===== config.mk =====
export PLATFORM = sky130hd
export DESIGN_NAME = coes_queue
export DESIGN_NICKNAME = d
export VERILOG_FILES = /design/src/hw/rtl/coes_queue.sv
export SDC_FILE = /design/constraint.sdc
export NUM_CORES = 1
export LEC_CHECK = 0
export BUFFER_PORTS_ARGS = -buffer_cell sky130_fd_sc_hd__buf_2
export CAP_MARGIN = 5
export CORE_ASPECT_RATIO = 0.9
export CORE_MARGIN = 4
export CORE_UTILIZATION = 48
export CTS_BUF_LIST = sky130_fd_sc_hd__clkbuf_8 sky130_fd_sc_hd__clkbuf_16
export DETAILED_ROUTE_END_ITERATION = 10
export PLACE_DENSITY = 0.74
export SKIP_CTS_REPAIR_TIMING = 1
export SLEW_MARGIN = 5
export SYNTH_ARGS = -nofsm -noshare
export SYNTH_HDL_FRONTEND = slang
export SYNTH_SLANG_ARGS = --single-unit

===== constraint.sdc =====
create_clock -name clk -period 4 [get_ports clk]
set_input_delay 0.4 -clock clk [delete_from_list [all_inputs] [get_ports clk]]
set_output_delay 0.4 -clock clk [all_outputs]
set_load 0.01 [all_outputs]

===== src/hw/rtl/coes_queue.sv =====
// Two-entry queue used between the front, the back and the result port.
module coes_queue #(
  parameter int W = 8
) (
  input  logic         clk,
  input  logic         rst_n,
  input  logic         push,
  input  logic [W-1:0] wdata,
  output logic         full,
  input  logic         pop,
  output logic [W-1:0] rdata,
  output logic         empty
);

  logic [W-1:0] mem_r [2];
  logic         wr_ptr_r, wr_ptr_nxt;
  logic         rd_ptr_r, rd_ptr_nxt;
  logic [1:0]   cnt_r, cnt_nxt;
  logic         push_ok;
  logic         pop_ok;

  assign full    = (cnt_r == 2'd2);
  assign empty   = (cnt_r == 2'd0);
  assign push_ok = push & ~full;
  assign pop_ok  = pop & ~empty;
  assign rdata   = mem_r[rd_ptr_r];

  always_comb begin
    wr_ptr_nxt = push_ok ? ~wr_ptr_r : wr_ptr_r;
    rd_ptr_nxt = pop_ok ? ~rd_ptr_r : rd_ptr_r;
    cnt_nxt    = cnt_r + 2'(push_ok) - 2'(pop_ok);
  end

  always_ff @(posedge clk) begin
    if (!rst_n) begin
      wr_ptr_r <= 1'b0;
      rd_ptr_r <= 1'b0;
      cnt_r    <= 2'd0;
    end else begin
      wr_ptr_r <= wr_ptr_nxt;
      rd_ptr_r <= rd_ptr_nxt;
      cnt_r    <= cnt_nxt;
    end
  end

  always_ff @(posedge clk) begin
    if (push_ok) begin
      mem_r[wr_ptr_r] <= wdata;
    end
  end

endmodule


==> flow_summary.rst, run 1 <==
.. list-table::
   :header-rows: 1

   * - Metric
     - Value
   * - Required time at the worst-slack endpoint
     - 3.60 ns
   * - Depth of the worst register-to-register path
     - 8
   * - Post-route fraction of the period consumed by the critical path
     - 0.424
   * - Post-synthesis sequential area ratio
     - 0.715
   * - Synthesis-stage register bit count
     - 21
   * - Final wirelength
     - 1.13 mm
   * - Hold WS
     - 0.333 ns
   * - Clock network latency to the later pin of the worst-skew pair
     - 0.25 ns
   * - Number of antenna violations at the first check in global routing
     - 0
   * - Number of vias after detailed routing
     - 448
   * - Worst r2r dst
     - cnt_r[1]
   * - Cell at the root of the clock tree
     - clkbuf_8
   * - Logic pwr share
     - 0.289
   * - CTS tree
     - built
   * - Worst ir drop on vdd
     - 0.388 mV
   * - Leading cell types by total area after synthesis
     - edfxtp_1 (59%), dfxtp_1 (12%), mux2_2 (11%)
   * - Fmax achieved
     - 0.589 GHz
   * - Most frequent cells in the layout
     - buf_2 (21), edfxtp_1 (16), mux2_2 (8)
   * - Launching element type of the critical path
     - register
   * - Sequential group share of total power
     - 0.506
   * - Largest net degree at the start of global routing
     - 12
   * - Number of clock sinks
     - 21
   * - FILL cells
     - 120
   * - Share of layout cells above drive strength 1
     - 0.447
   * - Fin Clk Skew
     - 0.00129 ns
   * - Floorplan core area
     - 0.00151 mm2
   * - Cell-by-cell trace of the critical path
     - mux2_2 -> buf_2
   * - Hold violation count in the final report
     - 0
   * - Post-route ant nets
     - 0
   * - Routed wirelength normalized by instance count
     - 11.5 um
   * - Std cell rows
     - 13
   * - Clock transition at the registers of the reported paths
     - 0.07 ns
   * - Vias in the first global route
     - 409
   * - Startpoint of the lowest-slack register-to-register path
     - cnt_r[0]
   * - Aggregate negative setup slack
     - 0 ns
   * - Net count after synthesis
     - 66
   * - Count of H-tree levels built during CTS
     - 1
   * - Average cell area after synthesis
     - 15.6 um2
   * - Switching fraction of total power
     - 0.282
   * - Top-area cell type share of the netlist area
     - 0.592
   * - Cell depth of the worst setup path
     - 2
   * - Number of standard cells in the layout, taps in and fillers out
     - 98
   * - RSZ-0062 raised after global routing
     - false
   * - Final Wtd Congestion
     - 0.706
   * - Total global routing overflow
     - 0
   * - Worst setup path endpoint
     - rdata[4]
   * - Buffering stage count on the worst path with inverters included
     - 1
   * - Critical path fanouts, max
     - 8
   * - Initial cell density of the core
     - 0.537
   * - CP delay by family, top
     - flip-flops
   * - Worst endpoint data arrival time
     - 1.30 ns
   * - Slowest cell on crit path
     - dfxtp_1
   * - Critical Path Sink Type
     - output pin
   * - Synth area leader
     - edfxtp_1
   * - Outcome
     - finished, final reports clean
   * - Clock period minus final worst setup slack
     - 1.70 ns
   * - Count of buffers inserted at the top-level ports
     - 21
   * - Cell internal power dissipation
     - 0.446 mW
   * - Power density cells
     - 631 mW/mm2
   * - Cell area after technology mapping
     - 812 um2
   * - Max capacitance violation total
     - 0
   * - Netlist cell types
     - 17
   * - DIE WIDTH
     - 51.4 um
   * - Classification of the worst-slack hold path
     - in -> reg
   * - Clock network power share
     - 0.205
   * - Slew HR
     - 0.536
   * - Most common cell after layout, fill and taps aside
     - buf_2
   * - Detailed placement HPWL
     - 854 um
   * - Drt pass-1 iters
     - 3
   * - Area grow syn2layout
     - 21.3%
   * - Final-report max-slew violation count
     - 0
   * - Placed instance count
     - 94
   * - Antenna diode count
     - 0
   * - Count of nets after finishing
     - 91
   * - CP max stage delay
     - 0.53 ns
   * - Reg-to-reg setup timing slack
     - 2.35 ns
   * - Number of buffers inserted during clock tree synthesis
     - 3
   * - Detailed router's first-iteration violation count
     - 3
   * - Max Root-Sink Buffers
     - 2
   * - Worst-margin pin slew
     - 0.693 ns
   * - Warnings, synthesis
     - 0
   * - Total power of the final layout
     - 0.621 mW
   * - Final count of negative-setup-slack endpoints
     - 0
   * - CP Class
     - reg -> out
   * - Routed via count divided by cell count
     - 4.57
   * - Die area
     - 0.00241 mm2
   * - DRC violations left
     - 0
   * - Count of mapped cells out of synthesis
     - 52
   * - Static leakage power
     - 0.418 nW
   * - Net switching power
     - 0.175 mW
   * - Tot GR Track Use
     - 0.107
   * - I/O Pins
     - 22
   * - Wire length of the first global-routing pass
     - 1.74 mm
   * - Die Height
     - 47.0 um
   * - Final core occ
     - 0.651
[state kept, by name, summed over array words and instances, names as in the netlist, named ones only]
signal / cells
wr_ptr_r: 1
mem_r: 16
rd_ptr_r: 1
cnt_r: 2
[worst register-to-register path: cells and delay by family, from the launching register on]
family	cells	cell delay, ns
xor+xnor	1	0.14
fa+ha+maj	2	0.47
buf+inv	1	0.03
flops	1	0.37
simple gates	4	0.56
[cell usage after synthesis (all sizes together)]
master  number
o21a         1
edfxtp      16
nand2b       2
nor3         1
xor2         1
mux2i        1
dfxtp        5
mux2         8
buf          1
and2         2
ha           2
nor2         5
and3         1
nand2        2
inv          3
xnor2        1
[worst min path at each step]
stage / depth (start not counted) / from / to / slack, ns
after global placement: 2 / wr_ptr_r / wr_ptr_r / 0.47
after floorplan: 2 / wr_ptr_r / wr_ptr_r / 0.45
final: 1 / wdata[4] / mem_r[0][4] / 0.33
after CTS: 1 / wdata[4] / mem_r[0][4] / 0.33
after detailed placement: 2 / wr_ptr_r / wr_ptr_r / 0.49
after global routing: 1 / wdata[6] / mem_r[1][6] / 0.32
[power by group through the flow]
stage          logic, mW  registers, mW  clock network, mW
3_5_place_dp       0.184          0.320                  0
5_1_grt            0.200          0.320              0.143
2_1_floorplan      0.137          0.303                  0
4_1_cts            0.184          0.316              0.133
3_3_place_gp       0.181          0.318                  0
6_report           0.180          0.314              0.127
[through the flow]
step                setup slack (ns)  area (um2)
floorplan                       2.45         812
global placement                2.38         940
detailed placement              2.34         940
CTS                             2.27         985
global route                    2.23         985
finish                          2.30         985
[final cells by class]
class	count	area, um2	area share
sequential	21	581	0.590
clock buffer	3	41.3	0.0419
clock inverter	1	3.75	0.00381
inverter	3	11.3	0.0114
tap	22	27.5	0.0280
timing repair buffer	21	105	0.107
multi-input combinational	27	215	0.219
[routing by layer]
metal | wire, um | up-vias | global-route usage
met3 | 87 | 2 | 0.0603
li1 | - | 231 | -
met1 | 486 | 200 | 0.127
met5 | 0 | - | 0
met4 | 14 | 0 | 0.0471
met2 | 540 | 15 | 0.165
[cell families after synthesis]
logic type / Yosys count / synth area share
DFF: 21 / 0.715
AOI/OAI and AO/OA: 1 / 0.0108
adders and majority gates: 2 / 0.0308
buffers and inverters: 4 / 0.0200
and+or+nand+nor: 13 / 0.0786
xor gates and xnor gates: 2 / 0.0216
muxes: 9 / 0.123
Power figures use the tool's default switching activity.
==> run 2, diff against run 1 <==
--- a/config.mk
+++ b/config.mk
@@ -9,10 +9,10 @@
 export CAP_MARGIN = 5
 export CORE_ASPECT_RATIO = 0.9
 export CORE_MARGIN = 4
-export CORE_UTILIZATION = 48
+export CORE_UTILIZATION = 44
 export CTS_BUF_LIST = sky130_fd_sc_hd__clkbuf_8 sky130_fd_sc_hd__clkbuf_16
 export DETAILED_ROUTE_END_ITERATION = 10
-export PLACE_DENSITY = 0.74
+export PLACE_DENSITY = 0.71
 export SKIP_CTS_REPAIR_TIMING = 1
 export SLEW_MARGIN = 5
 export SYNTH_ARGS = -nofsm -noshare
==> constraint.sdc (replaced) <==
create_clock -name clk -period 1.4 [get_ports clk]
set_input_delay 0.14 -clock clk [delete_from_list [all_inputs] [get_ports clk]]
set_output_delay 0.14 -clock clk [all_outputs]
set_load 0.01 [all_outputs]
==> run 2 against run 1 <==
Net effect:
- highest routed layer unchanged
- sequential share of layout area is 6.6 points lower
- register-to-register slack worse by 2.4 ns
- the flow now finishes with violations (negative setup slack)
- cell count is 11% higher
- non-clock buffer count is 9 higher
- worst setup slack worse by 2.4 ns
- largest power group unchanged
==> flow_summary.rst, run 2 (same netlist as run 1, synthesis figures left out) <==
.. list-table::
   :header-rows: 1

   * - Metric
     - Value
   * - Std cell rows
     - 14
   * - Antenna diode count
     - 0
   * - Final Wtd Congestion
     - 0.704
   * - CP max stage delay
     - 0.37 ns
   * - RSZ-0062 raised after global routing
     - true
   * - Number of antenna violations at the first check in global routing
     - 0
   * - Violations in the final reports
     - negative setup slack
   * - DRC violations left
     - 0
   * - Count of H-tree levels built during CTS
     - 1
   * - Final-report max-slew violation count
     - 0
   * - Clock period minus final worst setup slack
     - 1.46 ns
   * - Worst slack at placement
     - -0.123 ns
   * - Classification of the worst-slack hold path
     - in -> reg
   * - Flip-flop count of the largest register after layout
     - 16
   * - Clock network latency to the later pin of the worst-skew pair
     - 0.26 ns
   * - Critical Path Sink Type
     - register
   * - Final wirelength
     - 1.36 mm
   * - Number of buffers inserted during clock tree synthesis
     - 3
   * - Required time at the worst-slack endpoint
     - 1.59 ns
   * - Detailed router's first-iteration violation count
     - 7
   * - Share of layout cells above drive strength 1
     - 0.635
   * - Total global routing overflow
     - 0
   * - Worst-margin pin slew
     - 0.211 ns
   * - Most common cell after layout, fill and taps aside
     - buf_2
   * - Static leakage power
     - 0.469 nW
   * - Design Area, Final
     - 0.00112 mm2
   * - Initial cell density of the core
     - 0.473
   * - Worst ir drop on vdd
     - 1.11 mV
   * - Final core occ
     - 0.655
   * - Area grow syn2layout
     - 38.5%
   * - Drt pass-1 iters
     - 4
   * - Largest net degree at the start of global routing
     - 13
   * - Worst endpoint data arrival time
     - 1.65 ns
   * - Max capacitance violation total
     - 0
   * - Number of clock sinks
     - 21
   * - Worst Slack Setup Final
     - -0.0606 ns
   * - CTS tree
     - built
   * - Number of vias after detailed routing
     - 493
   * - I/O Pins
     - 22
   * - Routed via count divided by cell count
     - 4.52
   * - Instance area after placement
     - 0.00104 mm2
   * - Most frequent cells in the layout
     - buf_2 (21), edfxtp_1 (16), buf_4 (9)
   * - Hold violation count in the final report
     - 0
   * - Floorplan core area
     - 0.00172 mm2
   * - Count of buffers inserted at the top-level ports
     - 21
   * - Aggregate negative setup slack
     - -0.0606 ns
   * - CP Class
     - reg -> reg
   * - Outcome
     - complete, but fails checks
   * - Final count of negative-setup-slack endpoints
     - 1
   * - Total power of the final layout
     - 2.07 mW
   * - Launching element type of the critical path
     - register
   * - Die area
     - 0.00260 mm2
   * - Cell at the root of the clock tree
     - clkbuf_8
   * - Max Root-Sink Buffers
     - 2
   * - Most flop-heavy register
     - mem_r
   * - Post-route ant nets
     - 0
   * - Critical path fanouts, max
     - 4
   * - Wire length of the first global-routing pass
     - 2.18 mm
   * - Die Height
     - 48.8 um
   * - Reg-to-reg setup timing slack
     - -0.06 ns
   * - Routed wirelength normalized by instance count
     - 12.5 um
   * - Clock transition at the registers of the reported paths
     - 0.07 ns
   * - Detailed placement HPWL
     - 1.02 mm
   * - Count of nets after finishing
     - 100
   * - Fin Clk Skew
     - 0.00344 ns
   * - Dominant cell type by count on the critical path
     - ha_4
   * - Tot GR Track Use
     - 0.120
   * - DIE WIDTH
     - 53.3 um
   * - Vias in the first global route
     - 526
   * - Slew HR
     - 0.859
   * - Cell-by-cell trace of the critical path
     - o21a_4 -> ha_4 -> inv_2 -> ha_4 -> xor2_2 -> and2_4 -> nor3_2
   * - Slowest cell on crit path
     - dfxtp_4
   * - Top flop regs
     - mem_r x16, cnt_r x2
   * - Power density cells
     - 1840 mW/mm2
   * - Fmax achieved
     - 0.685 GHz
   * - Post-route fraction of the period consumed by the critical path
     - 1.04
==> run 2: cell types whose count changed in the layout (fill, tap and decap cells not counted), sizes merged <==
cell    delta
buf        +9
clkinv     +1
inv        -1
==> run 2: routing by layer <==
layer,vias up,share of wire,GRT usage
met1,227,0.43,0.127
met3,4,0.046,0.0307
met2,15,0.50,0.204
met4,0,0.026,0.0766
met5,-,0,0
li1,247,-,-
==> run 2: worst max-delay path, delay by kind of cell (launching register included) <==
family	cells	cell delay, ns
buffers and inverters	1	0.03
xor gates and xnor gates	1	0.14
DFF	1	0.37
AOI/OAI and AO/OA	1	0.23
adders and majority gates	2	0.40
and+or+nand+nor	2	0.21
==> run 2: through the flow <==
step                std cells  hold slack, ns
global placement          104           0.329
CTS                       108          0.0654
floorplan                  52           0.239
detailed placement        104           0.333
global route              109          0.0583
finish                    109          0.0662
==> run 2: area by class of cell <==
type / count / area (um2)
multi-input combinational: 27 / 275
clock inverter: 1 / 5.00
timing repair buffer: 30 / 173
fill: 143 / 592
inverter: 3 / 11.3
tap: 24 / 30.0
clock buffer: 3 / 41.3
sequential: 21 / 589
==> run 2: power by group <==
group	total, mW	internal [mW]	switching (mW)
sequential	0.930	0.832	0.0973
combinational	0.747	0.424	0.322
clock	0.390	0.198	0.192
==> run 2: final timing paths <==
path                               start           to  cells past startpoint
worst max register to register  cnt_r[1]     cnt_r[1]                      7
worst max-delay path            cnt_r[1]     cnt_r[1]                      7
worst min-delay path            wdata[7]  mem_r[1][7]                      1
worst min register to register  wr_ptr_r     wr_ptr_r                      2
