`config.mk`:
```
export PLATFORM = sky130hd
export DESIGN_NAME = coes_front
export DESIGN_NICKNAME = d
export VERILOG_FILES = /design/src/hw/rtl/coes_pkg.sv /design/src/hw/rtl/coes_front.sv
export SDC_FILE = /design/constraint.sdc
export NUM_CORES = 1
export LEC_CHECK = 0
export ABC_AREA = 0
export BUFFER_PORTS_ARGS = -buffer_cell sky130_fd_sc_hd__buf_2
export CORE_ASPECT_RATIO = 2
export CORE_UTILIZATION = 57
export CTS_CLUSTER_SIZE = 12
export DETAILED_ROUTE_END_ITERATION = 8
export GPL_ROUTABILITY_DRIVEN = 0
export PLACE_DENSITY_LB_ADDON = 0.12
export SYNTH_ARGS = -nofsm -noshare
export SYNTH_HDL_FRONTEND = slang
export SYNTH_SLANG_ARGS = --single-unit
export TNS_END_PERCENT = 100
```
`constraint.sdc`:
```
create_clock -name clk -period 7.77 [get_ports clk]
set_input_delay 1.1655 -clock clk [delete_from_list [all_inputs] [get_ports clk]]
set_output_delay 1.1655 -clock clk [all_outputs]
set_load 0.05 [all_outputs]
```
`src/hw/rtl/coes_pkg.sv`:
```
// Shared types, constants and helper function of the coil offset estimator.
package coes_pkg;

  localparam int CODE_W = 12;  // ADC code width
  localparam int OUT_W  = 27;  // result field width (signed fixed point)
  localparam int NUM_W  = 21;  // magnitude of the curve numerator
  localparam int DEN_W  = 19;  // curve denominator
  localparam int MAG_W  = 30;  // magnitude of the weighted filter sum

  localparam logic [CODE_W-1:0] THR_RESET = 12'd3538;

  // f(x) = (505*x - 938356) / (100*x + 60831), scaled by 2^FRAC_BITS
  localparam logic [20:0] CURVE_K = 21'd505;
  localparam logic signed [22:0] CURVE_C = 23'sd938356;
  localparam logic [18:0] DEN_K = 19'd100;
  localparam logic [18:0] DEN_C = 19'd60831;

  // Marker value for a lost line, in integer units
  localparam int LOST_INT = 999;

  // floor(m / 10) == (m * DIV10_MAGIC) >> DIV10_SHIFT for any 32-bit m
  localparam logic [31:0] DIV10_MAGIC = 32'hCCCC_CCCD;
  localparam int DIV10_SHIFT = 35;

  typedef struct packed {
    logic             neg;  // numerator sign
    logic [NUM_W-1:0] mag;  // numerator magnitude
    logic [DEN_W-1:0] den;  // denominator, always positive
  } coil_t;

  typedef struct packed {
    logic  a_below;
    logic  b_below;
    coil_t a;
    coil_t b;
  } cmd_t;

  typedef struct packed {
    logic signed [OUT_W-1:0] filtered;
    logic signed [OUT_W-1:0] raw;
    logic                    lost;
  } res_t;

  // Split one ADC code into numerator sign/magnitude and denominator.
  function automatic coil_t coil_terms(logic [CODE_W-1:0] x);
    logic [20:0]        k;
    logic signed [22:0] n;
    coil_t              c;
    k = x * CURVE_K;
    n = $signed({2'b00, k}) - CURVE_C;
    c.neg = n[22];
    c.mag = n[22] ? NUM_W'(-n) : NUM_W'(n);
    c.den = DEN_W'(x * DEN_K + DEN_C);
    return c;
  endfunction

endpackage

```
`src/hw/rtl/coes_front.sv`:
```
// Front end: holds the threshold, takes sample pairs, classifies them and precomputes their curve terms.
module coes_front (
  input  logic                          clk,
  input  logic                          rst_n,
  input  logic                          cfg_wr_en,
  input  logic [coes_pkg::CODE_W-1:0]   cfg_wr_data,
  input  logic                          in_push,
  output logic                          in_full,
  input  logic [coes_pkg::CODE_W-1:0]   in_sample_a,
  input  logic [coes_pkg::CODE_W-1:0]   in_sample_b,
  output logic                          cmd_push,
  output coes_pkg::cmd_t                cmd,
  input  logic                          cmd_full
);
  import coes_pkg::*;

  logic [CODE_W-1:0] thr_r;
  logic              valid_r, valid_nxt;
  cmd_t              cmd_r, cmd_nxt;
  logic              accept;

  assign cmd_push = valid_r & ~cmd_full;
  assign in_full  = valid_r & cmd_full;
  assign accept   = in_push & ~in_full;
  assign cmd      = cmd_r;

  always_comb begin
    cmd_nxt.a_below = (in_sample_a < thr_r);
    cmd_nxt.b_below = (in_sample_b < thr_r);
    cmd_nxt.a       = coil_terms(in_sample_a);
    cmd_nxt.b       = coil_terms(in_sample_b);
    valid_nxt       = accept ? 1'b1 : (cmd_push ? 1'b0 : valid_r);
  end

  always_ff @(posedge clk) begin
    if (!rst_n) begin
      thr_r   <= THR_RESET;
      valid_r <= 1'b0;
    end else begin
      if (cfg_wr_en) begin
        thr_r <= cfg_wr_data;
      end
      valid_r <= valid_nxt;
    end
  end

  always_ff @(posedge clk) begin
    if (accept) begin
      cmd_r <= cmd_nxt;
    end
  end

endmodule

```
==> metrics.txt, run 1 <==
Synth area leader=ha_1; chip width=105 um; Fillers=1797; Setup Viol. Count Final=0; slowest CP cell=fa_1; setup TNS=0 ps; Worst Hold Class=reg -> reg; Top Family by Delay on Critical Path=adder cells; main combinational cell family by area after synthesis=adder cells; register area share after synthesis=21.9%; post-synthesis mux area share=0.575%; Ant. Diodes=0; DPL Wire Length=23500 um; Ports=127; Nets=1725; Tcrit/Tclk final=85.4%; CP Depth=21; complex-gate fraction of the synthesized area=11.1%; crit-path max FO=18; Resized Gates After CTS=0; MaxCap Viol Count=0; clock buffer depth=2; latest clock arrival within the worst-skew pair=370 ps; Period minus WS final=6630 ps; share of cells above drive strength 1=12.4%; maximum clock frequency=151 MHz; routed len/inst=17.1 um; Startpoint Class=input pin; FP Rows=75; final hold viol count=0; largest net degree at the start of global routing=81; chip height=209 um; worst endpoint required time=7880 ps; CP endpoint=cmd[28]; root buffer cell=clkbuf_16; Post-DRT Antenna Nets=0; CP arrival=6740 ps; drt first pass iters=4; CTS H-tree depth=3; max incr delay on CP=630 ps; clk sinks=93; Syn Std Cell Area=0.0122 mm2; area share of the largest cell type after synthesis=24.7%; core area=0.0209 mm2; Iter 0 DRT Violations=285; Syn Inst Count=1230; die area=0.0220 mm2; Clock transition at path regs=70 ps; Synth Flop Type=edfxtp_1; crit path launch=in_sample_b[7]; Synth Register Bits=93; PnR worst setup slack=1140 ps; Least-Margin Pin Slew=1070 ps; I/O Buffers=122; post-synthesis adder-cell area fraction=40.3%; via-per-instance ratio=5.60; setup bufs post-CTS=0; post-synth cell types=75; Post-route DRC=0; Post-CTS Hold Buffers=0; worst reg2reg path startpoint=thr_r[1]; Slew Limit Fails=0; crit path kind=in -> reg; synth top area cells=ha_1, edfxtp_1, fa_1; Starting Density=58.2%; Avg Cell Area, Syn=9.90 um2; All-Layer GR Usage=26.6%; Synth warnings=0; CTS tree=yes; CP Cell Sequence=buf_2 > inv_1 > fa_1 > inv_1 > fa_1 > fa_1 > inv_1 > fa_1 > inv_1 > ha_1 > ha_1 > a21oi_1 > o221ai_1 > o21ba_2 > o21ai_1 > a31o_1 > a21o_1 > xnor2_4 > inv_2 > o21ai_0 > xnor2_1; status=finished clean; total grt overflow=0; first-pass GRT wire length=44800 um; number of global-route vias before repair=9648; initial antenna violation count=1; Worst Reg-to-Reg Cells=10; routed via count=9090; Fin Clk Skew=8.77 ps; pre-CTS setup slack=753 ps; Post-synth EDFFs=80; Num CTS Buffers=9; simple-gate portion of the synthesized area=9.60%; RSZ-0062 raised after global routing=no; hold_ws=510 ps; R2R Path End=cmd[83]; Register-to-Register Setup Slack=5790 ps; Post-Route WL=27700 um; post-synthesis xor/xnor area fraction=8.55%; area grow syn2layout=9.62%; Crit. End Element=register; FFs w/ async S/R, synth=0%; crit path buf inv count=6; Relative slew margins=29.0%
tightest hold or removal path, stage by stage, from the launching register on:
cell and delay (ps):
dfxtp_1 300, inv_1 80, o211ai_1 80
cell usage after synthesis, drive strengths merged, types with 5 or more instances:
| library cell | n |
|---|---|
| a31oi | 15 |
| nand2b | 14 |
| nor3 | 15 |
| a211oi | 8 |
| nand2 | 42 |
| edfxtp | 80 |
| ha | 240 |
| o211ai | 10 |
| xor2 | 45 |
| dfxtp | 13 |
| a21o | 15 |
| fa | 95 |
| and2 | 12 |
| o31ai | 8 |
| or3 | 7 |
| a21boi | 6 |
| o41ai | 5 |
| nor2b | 17 |
| buf | 9 |
| a21oi | 53 |
| o31a | 5 |
| o21a | 9 |
| nor4 | 5 |
| nand3 | 14 |
| nor2 | 63 |
| mux2i | 7 |
| or2 | 8 |
| xnor2 | 70 |
| and3 | 5 |
| clkbuf | 11 |
| o21ai | 44 |
| inv | 228 |
cells in the final DEF, fill, tap and decap left out, drive strengths merged, types with 17 or more instances in the layout:
cell type / synthesis / final
a21oi: 53 / 53
buf: 9 / 125
edfxtp: 80 / 80
fa: 95 / 95
ha: 240 / 240
inv: 228 / 230
nand2: 42 / 42
nor2: 63 / 63
nor2b: 17 / 17
o21ai: 44 / 44
xnor2: 70 / 70
xor2: 45 / 45
worst min-delay path by stage:
stage / from / to / slack (ps) / cells after the start
after floorplan: thr_r[10] / thr_r[10] / 480 / 2
after global placement: thr_r[2] / thr_r[2] / 500 / 2
after detailed placement: thr_r[1] / thr_r[1] / 510 / 2
after CTS: thr_r[1] / thr_r[1] / 520 / 2
after global routing: thr_r[4] / thr_r[4] / 560 / 2
final: thr_r[1] / thr_r[1] / 510 / 2
registers in the layout (all words and copies together), names as in the netlist:
register and cells:
valid_r 1, thr_r 12, cmd 80
metrics by stage:
stage          utilization (%)  instance area (um2)  instances
6_report                  63.8                13400       1623
4_1_cts                   63.8                13400       1623
3_3_place_gp              62.4                13100       1607
3_5_place_dp              62.4                13100       1607
5_1_grt                   63.8                13400       1623
2_1_floorplan                -                12200       1233
area by class of cell:
class | instances | area (um2) | share of cell area, %
inverters | 228 | 856 | 6.41
flip-flops and latches | 93 | 2660 | 19.9
clock inverters | 6 | 71.3 | 0.534
repair buffers | 125 | 633 | 4.74
well taps | 269 | 337 | 2.52
multi-input cells | 892 | 8570 | 64.1
clock buffers | 10 | 229 | 1.71
cell families after synthesis:
kind of cell               Yosys count
adders and majority gates          335
buffers and inverters              248
and+or+nand+nor                    226
AOI/OAI and AO/OA                  205
xor gates and xnor gates           115
DFF                                 93
muxes                                7
other                                1
metal layers:
layer  wire length, um  GRT usage [%]  vias to the layer above
met2             16600           55.3                      226
met1              8550           22.2                     4384
met5                10              0                        -
met3               757           3.40                      101
li1                  -              -                     4377
met4              1810           17.1                        2
Power of run 1 is left out: the tool's default activity adds up to more than one toggle a clock period on the data nets, which glitch-free logic cannot reach.
==> run 2: changes to the inputs <==
ABC_AREA = 1   (was 0)
CORE_UTILIZATION = 60   (was 57)
==> run 2 against run 1 <==
  * First-iteration DRC count down 2.5%
  * Clock-buffer cell count increased by 1
  * Sequential cell count stayed put
  * Synthesized cell count up 25%
  * Critical path depth up 3
  * Die area down 0.92%
  * Final cell count increased by 20%
  * Sequential share of layout area fell by 0.84 points
  * Register-to-register slack got worse by 40 ps
  * Synthesized area rose by 4.3%
  * Core utilization rose by 3.1 points
  * Wire length is 12% higher
==> metrics.txt, run 2 <==
area share of the largest cell type after synthesis=23.6% (-1.0 points); Synth top cells by count=nand2_1, inv_1, ha_1, fa_1, edfxtp_1; final hold viol count=0 (unchanged); Fillers=1838 (+2.3%); All-Layer GR Usage=29.7% (+3.1 points); DPL Wire Length=26500 um (+13%); post-synthesis adder-cell area fraction=38.6% (-1.6 points); chip width=105 um (-0.46%); Ports=127 (unchanged); worst endpoint required time=7900 ps (+20 ps); Synth warnings=0 (unchanged); Post-CTS Hold Buffers=0 (unchanged); clock buffer depth=2 (unchanged); Worst Hold Class=reg -> reg; routed len/inst=16.0 um (-6.5%); Least-Margin Pin Slew=983 ps (-82.7 ps); maximum clock frequency=162 MHz (+7.4%); MaxCap Viol Count=0 (unchanged); hold path depth=2 (unchanged); initial antenna violation count=0 (-1); CP arrival=6300 ps (-440 ps); HP Start=valid_r; crit-path max FO=8 (-10); Period minus WS final=6180 ps (-456 ps); Slew Limit Fails=0 (unchanged); Syn Inst Count=1540 (+25%); FP Rows=75 (unchanged); chip height=208 um (-0.46%); Register-to-Register Setup Slack=5750 ps (-40 ps); post-synthesis xor/xnor area fraction=5.78% (-2.8 points); post-synthesis mux area share=0% (-0.58 points); simple-gate portion of the synthesized area=18.6% (+9.0 points); Post-Route WL=31000 um (+12%); largest net degree at the start of global routing=69 (-15%); Relative slew margins=34.5% (+5.5 points); crit path kind=in -> reg; total grt overflow=0 (unchanged); area grow syn2layout=9.77%; post-synth cell types=40 (-47%); die area=0.0218 mm2 (-0.92%); Post-DRT Antenna Nets=0 (unchanged); main combinational cell family by area after synthesis=adder cells; Avg Cell Area, Syn=8.25 um2 (-17%); PnR worst setup slack=1590 ps (+456 ps); FFs w/ async S/R, synth=0% (unchanged); Starting Density=61.0% (+2.8 points); fin util=66.9% (+3.1 points); Synth Register Bits=93 (unchanged); Iter 0 DRT Violations=278 (-2.5%); Resized Gates After CTS=0 (unchanged); core area=0.0208 mm2 (-0.45%); setup TNS=0 ps (unchanged); Clock transition at path regs=70 ps (about the same); number of global-route vias before repair=10800 (+12%); complex-gate fraction of the synthesized area=5.40% (-5.7 points); pre-CTS setup slack=1230 ps (+475 ps); most frequent cell after synthesis=nand2_1; Num CTS Buffers=9 (unchanged); root buffer cell=clkbuf_16; worst hold endpoint=valid_r; drt first pass iters=5 (+1); crit path launch=in_sample_b[4]; latest clock arrival within the worst-skew pair=370 ps (about the same); commonest non-fill, non-tap cell in the layout=nand2_1; setup bufs post-CTS=0 (unchanged); Setup Viol. Count Final=0 (unchanged); routed via count=10300 (+13%); clk sinks=93 (unchanged); share of cells above drive strength 1=10.0% (-2.4 points); worst reg2reg path startpoint=valid_r; Syn Std Cell Area=0.0127 mm2 (+4.3%); Worst Reg-to-Reg Cells=4 (-6); max reg flops=80 (unchanged); most frequent cells in the layout=nand2_1, inv_1, ha_1; via-per-instance ratio=5.31 (-5.2%); first-pass GRT wire length=49600 um (+11%); Fin Clk Skew=6.51 ps (-2.26 ps); Tcrit/Tclk final=79.5% (-5.9 points); R2R Path End=cmd[76]; RSZ-0062 raised after global routing=no; Nets=2045 (+19%); register area share after synthesis=21.0% (-0.90 points); Ant. Diodes=0 (unchanged); synth top area cells=ha_1, edfxtp_1, fa_1; I/O Buffers=122 (unchanged); Synth Flop Type=edfxtp_1; Startpoint Class=input pin; CTS H-tree depth=3 (unchanged); Synth area leader=ha_1; status=finished clean; Crit. End Element=register; Post-route DRC=0 (unchanged); CTS tree=yes; Post-synth EDFFs=80 (unchanged)
==> run 2: cell types whose count changed in the layout (fill, tap and decap cells not counted), sizes merged, moves of 16 or more <==
cell    previous run  this run
nand3             14        76
nor2b             17         0
nor2              63        84
inv              230       345
nand3b             3        19
nand2             42       353
xnor2             70        29
==> run 2: critical path, cell delays in order <==
cell	delay [ps]
buf_2	200
fa_1	630
inv_1	80
fa_1	530
inv_1	50
fa_1	510
fa_1	550
inv_1	50
fa_1	500
inv_1	40
ha_1	360
nand2_1	130
nor2_1	230
nand2_1	100
nand2_1	150
nand2_1	70
nand2_1	130
nand2_1	70
nor2_1	320
nand3_1	120
nand2_1	150
nand2_1	70
nand2_1	50
nand2_1	40
==> run 2: worst max path at each step <==
stage | cells after the start | slack (ps) | to
after floorplan | 23 | 2120 | cmd[25]
after global placement | 21 | 1280 | cmd[76]
after detailed placement | 23 | 1230 | cmd[72]
after CTS | 23 | 1590 | cmd[72]
after global routing | 24 | 1240 | cmd[78]
final | 24 | 1590 | cmd[39]
==> run 2: final cells by class <==
class,instances,area (um2),area share (%)
Timing Repair Buffer,123,618,4.43
Inverter,342,1290,9.24
Tap cell,269,337,2.41
Sequential cell,93,2660,19.1
Clock inverter,5,53.8,0.386
Multi-Input combinational cell,1100,8710,62.5
Clock buffer,11,275,1.97
==> run 2: kinds of logic after synthesis <==
family,count (synthesis)
AO/OA/AOI/OAI,123
XOR/XNOR,83
adder cells (fa/ha/maj),335
buffers and inverters,350
flip-flops,93
other,1
AND/OR/NAND/NOR,555
==> run 2: per-layer routing <==
layer / global-route usage [%] / part of all wire, %
met5: 0 / 0
met4: 21.4 / 7.3
met3: 2.89 / 2.7
met2: 61.8 / 59
met1: 24.4 / 31
==> run 2: stage by stage <==
stage / cell area [um2] / hold WS (ps) / instances
CTS: 13900 / 483 / 1943
floorplan: 12700 / 454 / 1543
global placement: 13600 / 467 / 1927
global route: 13900 / 501 / 1943
detailed placement: 13600 / 472 / 1927
finish: 13900 / 483 / 1943
Power of run 2 is left out for the same reason.
